`config.mk`:
```
export PLATFORM = sky130hd
export DESIGN_NAME = staged_fan_hysteresis_controller_core
export DESIGN_NICKNAME = d
export VERILOG_FILES = /design/src/design/sfhc_pkg.sv /design/src/design/sfhc_cfg_regs.sv /design/src/design/sfhc_step.sv /design/src/design/staged_fan_hysteresis_controller_core.sv
export VERILOG_INCLUDE_DIRS = /design/src /design/src/design
export SDC_FILE = /design/constraint.sdc
export NUM_CORES = 1
export LEC_CHECK = 0
export ABC_AREA = 1
export BUFFER_PORTS_ARGS = -buffer_cell sky130_fd_sc_hd__buf_2
export CAP_MARGIN = 20
export CORE_MARGIN = 2
export CORE_UTILIZATION = 55
export CTS_CLUSTER_DIAMETER = 40
export CTS_CLUSTER_SIZE = 16
export DETAILED_ROUTE_END_ITERATION = 8
export GPL_TIMING_DRIVEN = 0
export HOLD_SLACK_MARGIN = 0.1
export PLACE_DENSITY = 0.74
export SETUP_SLACK_MARGIN = 0.2
export SYNTH_ARGS = -nofsm -noshare
export SYNTH_HDL_FRONTEND = slang
export SYNTH_SLANG_ARGS = --single-unit
```
`constraint.sdc`:
```
create_clock -name clk -period 12.7 [get_ports clk]
set_input_delay 1.27 -clock clk [delete_from_list [all_inputs] [get_ports clk]]
set_output_delay 1.27 -clock clk [all_outputs]
set_load 0.005 [all_outputs]
```
`src/design/assert_macros.svh`:
```
// Assertion macros shared by the staged fan controller RTL.
// Expects clk and arst_n in the scope of each use.
`ifndef ASSERT_MACROS_SVH
`define ASSERT_MACROS_SVH

// Check a property on every clock edge outside reset.
`define SFHC_ASSERT(label, expr, msg) \
	label: assert property (@(posedge clk) disable iff (!arst_n) (expr)) else $error(msg);

// Check that a consequent holds in the cycle after its antecedent.
`define SFHC_ASSERT_NEXT(label, ante, cons, msg) \
	label: assert property (@(posedge clk) disable iff (!arst_n) (ante) |=> (cons)) \
		else $error(msg);

`endif

```
`src/design/sfhc_pkg.sv`:
```
// Package for the staged fan controller: payload and configuration types,
// register indexes, level codes and the speed table. No dependencies.
`default_nettype none

package sfhc_pkg;

	localparam int TEMP_W      = 15;
	localparam int GAP_W       = 11;
	localparam int DWELL_W     = 32;
	localparam int NOW_W       = 32;
	localparam int LEVEL_W     = 3;
	localparam int SPEED_W     = 7;
	localparam int CFG_IDX_W   = 3;
	localparam int CFG_DATA_W  = 32;
	localparam int TICK_WIDTH_DEF = 32;

	typedef logic [LEVEL_W-1:0] level_t;

	localparam level_t LEVEL_IDLE   = 3'd0;
	localparam level_t LEVEL_LOW    = 3'd1;
	localparam level_t LEVEL_MEDIUM = 3'd2;
	localparam level_t LEVEL_HIGH   = 3'd3;
	localparam level_t LEVEL_MAX    = 3'd4;

	localparam logic signed [TEMP_W-1:0] UP_LOW_RST    = 15'sd2800;
	localparam logic signed [TEMP_W-1:0] UP_MEDIUM_RST = 15'sd3200;
	localparam logic signed [TEMP_W-1:0] UP_HIGH_RST   = 15'sd3600;
	localparam logic signed [TEMP_W-1:0] UP_MAX_RST    = 15'sd4000;
	localparam logic [GAP_W-1:0]         DOWN_GAP_RST  = 11'd200;
	localparam logic [DWELL_W-1:0]       DWELL_RST     = 32'd10000;

	typedef enum logic [CFG_IDX_W-1:0] {
		REG_UP_LOW    = 3'd0,
		REG_UP_MEDIUM = 3'd1,
		REG_UP_HIGH   = 3'd2,
		REG_UP_MAX    = 3'd3,
		REG_DOWN_GAP  = 3'd4,
		REG_DWELL     = 3'd5
	} cfg_reg_t;

	typedef struct packed {
		logic signed [TEMP_W-1:0] temperature;
		logic                     temp_valid;
		logic                     manual_mode;
		logic [NOW_W-1:0]         now_ticks;
	} sample_t;

	typedef struct packed {
		level_t             fan_level;
		logic [SPEED_W-1:0] speed_percent;
	} result_t;

	typedef struct packed {
		logic signed [TEMP_W-1:0] up_low;
		logic signed [TEMP_W-1:0] up_medium;
		logic signed [TEMP_W-1:0] up_high;
		logic signed [TEMP_W-1:0] up_max;
		logic [GAP_W-1:0]         down_gap;
		logic [DWELL_W-1:0]       dwell_ticks;
	} cfg_t;

	function automatic logic [SPEED_W-1:0] speed_of(input level_t level);
		logic [SPEED_W-1:0] speed;
		unique case (level)
			LEVEL_IDLE:   speed = 7'd0;
			LEVEL_LOW:    speed = 7'd25;
			LEVEL_MEDIUM: speed = 7'd50;
			LEVEL_HIGH:   speed = 7'd75;
			LEVEL_MAX:    speed = 7'd100;
			default:      speed = 7'd0;
		endcase
		return speed;
	endfunction

endpackage

`default_nettype wire

```
`src/design/sfhc_cfg_regs.sv`:
```
// Configuration register file for the staged fan controller.
// Depends on sfhc_pkg for the register indexes, reset values and cfg_t.
`default_nettype none

module sfhc_cfg_regs (
	input  wire logic                               clk,
	input  wire logic                               arst_n,
	input  wire logic                               cfg_write_en,
	input  wire logic [sfhc_pkg::CFG_IDX_W-1:0]     cfg_index,
	input  wire logic [sfhc_pkg::CFG_DATA_W-1:0]    cfg_wdata,
	output sfhc_pkg::cfg_t                          cfg
);

	sfhc_pkg::cfg_t cfg_q;

	always_ff @(posedge clk or negedge arst_n) begin
		if (!arst_n) begin
			cfg_q.up_low      <= sfhc_pkg::UP_LOW_RST;
			cfg_q.up_medium   <= sfhc_pkg::UP_MEDIUM_RST;
			cfg_q.up_high     <= sfhc_pkg::UP_HIGH_RST;
			cfg_q.up_max      <= sfhc_pkg::UP_MAX_RST;
			cfg_q.down_gap    <= sfhc_pkg::DOWN_GAP_RST;
			cfg_q.dwell_ticks <= sfhc_pkg::DWELL_RST;
		end else if (cfg_write_en) begin
			unique case (sfhc_pkg::cfg_reg_t'(cfg_index))
				sfhc_pkg::REG_UP_LOW:
					cfg_q.up_low <= $signed(cfg_wdata[sfhc_pkg::TEMP_W-1:0]);
				sfhc_pkg::REG_UP_MEDIUM:
					cfg_q.up_medium <= $signed(cfg_wdata[sfhc_pkg::TEMP_W-1:0]);
				sfhc_pkg::REG_UP_HIGH:
					cfg_q.up_high <= $signed(cfg_wdata[sfhc_pkg::TEMP_W-1:0]);
				sfhc_pkg::REG_UP_MAX:
					cfg_q.up_max <= $signed(cfg_wdata[sfhc_pkg::TEMP_W-1:0]);
				sfhc_pkg::REG_DOWN_GAP:
					cfg_q.down_gap <= cfg_wdata[sfhc_pkg::GAP_W-1:0];
				sfhc_pkg::REG_DWELL:
					cfg_q.dwell_ticks <= cfg_wdata[sfhc_pkg::DWELL_W-1:0];
				default: begin
				end
			endcase
		end
	end

	assign cfg = cfg_q;

endmodule

`default_nettype wire

```
`src/design/sfhc_step.sv`:
```
// Next-level decision for the staged fan controller: up/down hysteresis
// compares and the wrapping dwell check. Depends on sfhc_pkg.
`default_nettype none

module sfhc_step #(
	parameter int TICK_WIDTH = sfhc_pkg::TICK_WIDTH_DEF
) (
	input  wire sfhc_pkg::cfg_t                     cfg,
	input  wire sfhc_pkg::level_t                   level,
	input  wire logic [TICK_WIDTH-1:0]              entry_tick,
	input  wire logic signed [sfhc_pkg::TEMP_W-1:0] temperature,
	input  wire logic [sfhc_pkg::NOW_W-1:0]         now_ticks,
	output sfhc_pkg::level_t                        next_level,
	output logic [TICK_WIDTH-1:0]                   now_tick
);

	localparam int EXT_W = (TICK_WIDTH > sfhc_pkg::NOW_W) ? TICK_WIDTH : sfhc_pkg::NOW_W;
	localparam int CMP_W = sfhc_pkg::TEMP_W + 2;

	logic [EXT_W-1:0]               now_ext;
	logic [TICK_WIDTH-1:0]          elapsed;
	logic                           dwell_done;
	logic signed [sfhc_pkg::TEMP_W-1:0] up_thr;
	logic signed [sfhc_pkg::TEMP_W-1:0] entry_thr;
	logic signed [CMP_W-1:0]        temp_ext;
	logic signed [CMP_W-1:0]        down_at;
	logic                           go_up;
	logic                           go_down;

	assign now_ext    = EXT_W'(now_ticks);
	assign now_tick   = now_ext[TICK_WIDTH-1:0];
	assign elapsed    = now_tick - entry_tick;
	assign dwell_done = EXT_W'(elapsed) > EXT_W'(cfg.dwell_ticks);

	always_comb begin
		up_thr    = cfg.up_max;
		entry_thr = cfg.up_low;
		unique case (level)
			sfhc_pkg::LEVEL_IDLE: begin
				up_thr = cfg.up_low;
			end
			sfhc_pkg::LEVEL_LOW: begin
				up_thr    = cfg.up_medium;
				entry_thr = cfg.up_low;
			end
			sfhc_pkg::LEVEL_MEDIUM: begin
				up_thr    = cfg.up_high;
				entry_thr = cfg.up_medium;
			end
			sfhc_pkg::LEVEL_HIGH: begin
				up_thr    = cfg.up_max;
				entry_thr = cfg.up_high;
			end
			sfhc_pkg::LEVEL_MAX: begin
				entry_thr = cfg.up_max;
			end
			default: begin
			end
		endcase
	end

	assign temp_ext = {{2{temperature[sfhc_pkg::TEMP_W-1]}}, temperature};
	assign down_at  = $signed({{2{entry_thr[sfhc_pkg::TEMP_W-1]}}, entry_thr})
		- $signed({{(CMP_W-sfhc_pkg::GAP_W){1'b0}}, cfg.down_gap});

	assign go_up   = (level < sfhc_pkg::LEVEL_MAX) && (temperature > up_thr);
	assign go_down = (level >= sfhc_pkg::LEVEL_LOW) && (level <= sfhc_pkg::LEVEL_MAX)
		&& (temp_ext < down_at) && dwell_done;

	always_comb begin
		next_level = level;
		if (go_up) begin
			next_level = level + sfhc_pkg::LEVEL_LOW;
		end else if (go_down) begin
			next_level = level - sfhc_pkg::LEVEL_LOW;
		end
	end

endmodule

`default_nettype wire

```
`src/design/staged_fan_hysteresis_controller_core.sv`:
```
// Staged fan controller top level: input register, level state, result register.
// Depends on sfhc_pkg, sfhc_cfg_regs, sfhc_step and assert_macros.svh.
//
// Five-level fan controller (idle, low, medium, high, max) with hysteresis.
// Each sample transaction carries a temperature, a valid flag, a manual flag
// and the millisecond tick. Manual or invalid samples are dropped without a
// result. Otherwise the level steps up one when the temperature is above the
// current step's up threshold, or down one when it is below the level's entry
// threshold minus down_gap and more than dwell_ticks have passed since the
// last change (up wins when both hold); one result with the level and its
// speed percent follows. Throughput is one sample per cycle while results are
// taken or samples dropped: the level and entry tick are read, decided and
// written back in the same cycle that moves a sample from the input register
// to the result register. A result still waiting on result_ready holds the
// next kept sample in the input register.
// Configuration writes take effect at once and belong to idle periods.
`default_nettype none
`include "assert_macros.svh"

module staged_fan_hysteresis_controller_core #(
	parameter int TICK_WIDTH = sfhc_pkg::TICK_WIDTH_DEF
) (
	input  wire logic                            clk,
	input  wire logic                            arst_n,
	input  wire logic                            sample_valid,
	output logic                                 sample_ready,
	input  wire sfhc_pkg::sample_t               sample,
	output logic                                 result_valid,
	input  wire logic                            result_ready,
	output sfhc_pkg::result_t                    result,
	input  wire logic                            cfg_write_en,
	input  wire logic [sfhc_pkg::CFG_IDX_W-1:0]  cfg_index,
	input  wire logic [sfhc_pkg::CFG_DATA_W-1:0] cfg_wdata
);

	sfhc_pkg::cfg_t    cfg;
	sfhc_pkg::sample_t sample_s1;
	logic              valid_s1;
	logic              drop_s1;
	logic              advance_s1;
	sfhc_pkg::level_t  level_q;
	logic [TICK_WIDTH-1:0] entry_tick_q;
	sfhc_pkg::level_t  next_level;
	logic [TICK_WIDTH-1:0] now_tick;
	sfhc_pkg::result_t result_q;
	logic              result_valid_q;

	sfhc_cfg_regs u_cfg_regs (
		.clk          (clk),
		.arst_n       (arst_n),
		.cfg_write_en (cfg_write_en),
		.cfg_index    (cfg_index),
		.cfg_wdata    (cfg_wdata),
		.cfg          (cfg)
	);

	sfhc_step #(
		.TICK_WIDTH (TICK_WIDTH)
	) u_step (
		.cfg         (cfg),
		.level       (level_q),
		.entry_tick  (entry_tick_q),
		.temperature (sample_s1.temperature),
		.now_ticks   (sample_s1.now_ticks),
		.next_level  (next_level),
		.now_tick    (now_tick)
	);

	assign drop_s1      = sample_s1.manual_mode || !sample_s1.temp_valid;
	assign advance_s1   = valid_s1 && (drop_s1 || !result_valid_q || result_ready);
	assign sample_ready = !valid_s1 || advance_s1;

	// Input register.
	always_ff @(posedge clk or negedge arst_n) begin
		if (!arst_n) begin
			valid_s1 <= 1'b0;
		end else if (sample_ready) begin
			valid_s1 <= sample_valid;
		end
	end

	always_ff @(posedge clk) begin
		if (sample_ready && sample_valid) begin
			sample_s1 <= sample;
		end
	end

	// Level state; update only on a sample that is kept.
	always_ff @(posedge clk or negedge arst_n) begin
		if (!arst_n) begin
			level_q      <= sfhc_pkg::LEVEL_IDLE;
			entry_tick_q <= '0;
		end else if (advance_s1 && !drop_s1 && (next_level != level_q)) begin
			level_q      <= next_level;
			entry_tick_q <= now_tick;
		end
	end

	// Result register.
	always_ff @(posedge clk or negedge arst_n) begin
		if (!arst_n) begin
			result_valid_q <= 1'b0;
		end else if (advance_s1 && !drop_s1) begin
			result_valid_q <= 1'b1;
		end else if (result_ready) begin
			result_valid_q <= 1'b0;
		end
	end

	always_ff @(posedge clk) begin
		if (advance_s1 && !drop_s1) begin
			result_q.fan_level     <= next_level;
			result_q.speed_percent <= sfhc_pkg::speed_of(next_level);
		end
	end

	assign result_valid = result_valid_q;
	assign result       = result_q;

	`SFHC_ASSERT(a_level_range, level_q <= sfhc_pkg::LEVEL_MAX, "fan level out of range")
	`SFHC_ASSERT(a_result_speed,
		!result_valid_q || (result_q.speed_percent == sfhc_pkg::speed_of(result_q.fan_level)),
		"result speed does not match its level")
	`SFHC_ASSERT_NEXT(a_one_step, 1'b1,
		(level_q == $past(level_q)) || (level_q == $past(level_q) + sfhc_pkg::LEVEL_LOW)
		|| (level_q == $past(level_q) - sfhc_pkg::LEVEL_LOW),
		"fan level moved by more than one step")
	`SFHC_ASSERT_NEXT(a_drop_holds, advance_s1 && drop_s1,
		$stable(level_q) && $stable(entry_tick_q), "dropped sample changed the level state")
	`SFHC_ASSERT_NEXT(a_no_loss, result_valid_q && !result_ready,
		result_valid_q && $stable(result_q), "pending result was lost or changed")

endmodule

`default_nettype wire
```
==> flow_summary.yaml <==
run_status:
  status: "completed"
power:
  power.density_nw_per_um2: 250.5
  p_leak_nw: 6.369
  peakVddDrop_v: 0.0001152
synthesis:
  ys_warn_count: 0
  avgSynthCellArea_sq_um: 8.485
  ys_seq_elements: 198
  syn_area_sq_um: 11590
  ys_types: 41
  syn-instance-count: 1366
  syn_nets: 1567
  synth-seq-area-share_pct: 45.55
clock_tree:
  numClockSinks: 198
  htreeDepth: 4
  cts_hold_buffers: 0
  insertion_delay_ns: 0.44
  cts_tree: "built"
  cts_buffers: 17
  cts_root_buffer: "clkbuf_16"
  cts_resized: 0
  cts_setup_buffers: 0
  cts_buffer_depth: 2
  clk_pin_slew_ns: 0.08
floorplanning:
  rows: 53
  die-area_sq_um: 22250
  dieHeight_um: 149.2
  start_util_pct: 55.66
  die_width_um: 149.2
  core_sq_um: 20820
  io_pins: 101
detailed_routing:
  drtIter0Drc: 637
  drt_first_pass_iters: 5
  ant_nets: 0
  avgViaCountPerCell: 5.381
  post_drt_wl_per_cell_um: 15.64
  drc: 0
  vias: 9551
  wl_um: 27760
timing:
  finalSetupTns_ns: 0
  skew_ns: 0.01061
  drv_slew: 0
  hold_viol: 0
  setup_viol: 0
  max_freq_mhz: 163.1
  worstMarginPinSlew_ns: 0.9656
  fin_crit_sh_pct: 48.27
  finalWorstSetupSlack_ns: 6.570
  rsz0062_at_grt: "no"
  slew-limit-headroom_pct: 35.39
  fin_crit_ns: 6.130
placement:
  io_buffer_count: 100
  place_hpwl_um: 21600
  pre_cts_slack_ns: 6.647
  place_congestion: 0.9369
finish:
  drive_gt1_share_pct: 12.40
  antenna_cells: 0
  final_nets: 1688
  syn2layout_area_growth_pct: 12.95
global_routing:
  grt_pass1_vias: 9408
  gr-total-overflow: 0
  antenna_found_initial: 0
  grt_start_max_net_pins: 82
  grt_first_pass_wirelength_um: 45920
  grt_util_all_layers_pct: 26.02
worst_setup_path:
  crit_top_cell: "nand2_1"
  cpPeakStageDelay_ns: 0.45
  cp_max_fo: 10
  slowest_stage: "dfrtp_1"
  cp.required_ns: 12.89
  startpoint_type: "flop"
  criticalPathCategory: "reg2reg"
  crit_path_end_kind: "flop"
  crit_arrival_ns: 6.32
hold_path:
  hold_class: "reg2reg"
flow_run:
  drv_cap: 0
state kept, by name (all words and copies together) (netlist names):
name and flops:
entry_tick_q 32, valid_s1 1, level_q 3, result 9, sample_s1 49, result_valid 1
u_cfg_regs.cfg 103
layout by cell type, fill, tap and decap left out, drive strengths merged, types with 27 or more instances in the layout:
master	synthesis	routed
dfrtp	113	113
nand4	27	27
nand2	336	336
xor2	31	31
clkbuf	30	48
dfstp	27	27
buf	11	113
ha	110	110
a21oi	129	129
inv	153	163
nand3	30	30
nor2	102	102
o21ai	145	145
edfxtp	58	58
final cells by class:
| cell class | count | area, sq um |
|---|---|---|
| Inverter | 153 | 574.3 |
| Buffer | 41 | 181.4 |
| Clock inverter | 14 | 156.4 |
| Multi-Input combinational cell | 974 | 5563 |
| Tap cell | 275 | 344.1 |
| Fill cell | 1851 | 7731 |
| Clock buffer | 18 | 439.2 |
| Sequential cell | 198 | 5279 |
| Timing Repair Buffer | 102 | 554.3 |
synth_stat cells, drive strengths merged:
cell type | n | share of area [%]
edfxtp | 58 | 15
clkbuf | 30 | 0.97
nand2 | 336 | 11
xor2 | 31 | 2.3
nand4 | 27 | 1.5
nand3 | 30 | 1.3
buf | 11 | 0.59
a41oi | 12 | 0.91
xnor2 | 12 | 0.91
o211ai | 4 | 0.26
nor3 | 10 | 0.43
ha | 110 | 12
nor2b | 1 | 0.054
nor4 | 3 | 0.16
a31oi | 1 | 0.054
nand3b | 2 | 0.13
inv | 153 | 5.0
fa | 2 | 0.35
o2111ai | 1 | 0.076
a21boi | 1 | 0.065
a21oi | 129 | 6.0
and3 | 1 | 0.054
dfrtp | 113 | 24
dfstp | 27 | 6.1
a21o | 3 | 0.19
o21a | 2 | 0.13
o21bai | 4 | 0.26
a211oi | 2 | 0.13
o221ai | 1 | 0.076
and3b | 1 | 0.076
o21ai | 145 | 6.3
nor2 | 102 | 3.3
and2 | 1 | 0.054
where the power goes:
part,switching (mW),internal (mW)
clock,0.272,0.287
combinational,1.15,0.684
sequential,0.0698,0.813
total,1.49,1.78
per-stage QoR:
step	power, mW	hold slack, ns	utilization [%]	instances	area [sq um]
3_5_place_dp	2.719	0.4725	60.01	1743	12500
3_3_place_gp	2.658	0.4653	59.72	1741	12430
6_report	3.279	0.4867	62.87	1775	13090
5_1_grt	3.601	0.5157	62.87	1775	13090
4_1_cts	3.284	0.4907	62.87	1775	13090
2_1_floorplan	2.254	0.4530	-	1366	11590
worst paths after layout:
path	start	endpoint	slack, ns	cells after the start
setup / recovery	level_q[0]	result[5]	6.57	37
hold / removal	u_cfg_regs.cfg[34]	u_cfg_regs.cfg[34]	0.49	2
setup reg to reg	level_q[0]	result[5]	6.57	37
hold reg to reg	u_cfg_regs.cfg[34]	u_cfg_regs.cfg[34]	0.49	2
max in group asynchronous	arst_n	u_cfg_regs.cfg[9]	11.06	2
min in group asynchronous	arst_n	level_q[1]	0.81	1
metal layers:
metal / vias to the layer above / global-route usage (%) / part of all wire [%]
met1: 4480 / 34.45 / 45
met5: - / 0 / 0
li1: 4808 / - / -
met2: 219 / 44.88 / 49
met3: 44 / 3.609 / 4.0
met4: 0 / 7.286 / 2.0
critical path: cells and delay by family, from the launching register on:
kind,cells,cell delay [ns]
DFF,1,0.45
xor gates and xnor gates,1,0.16
and+or+nand+nor,16,1.47
AOI/OAI and AO/OA,7,1.52
buffers and inverters,9,1.13
adders and majority gates,4,1.13
kinds of logic after synthesis:
| kind of cell | share of synthesized area [%] |
|---|---|
| fa+ha+maj | 12.22 |
| xor+xnor | 3.249 |
| simple gates | 18.09 |
| compound gates | 14.37 |
| buf+inv | 6.521 |
| flops | 45.55 |
Power figures use the tool's default switching activity.
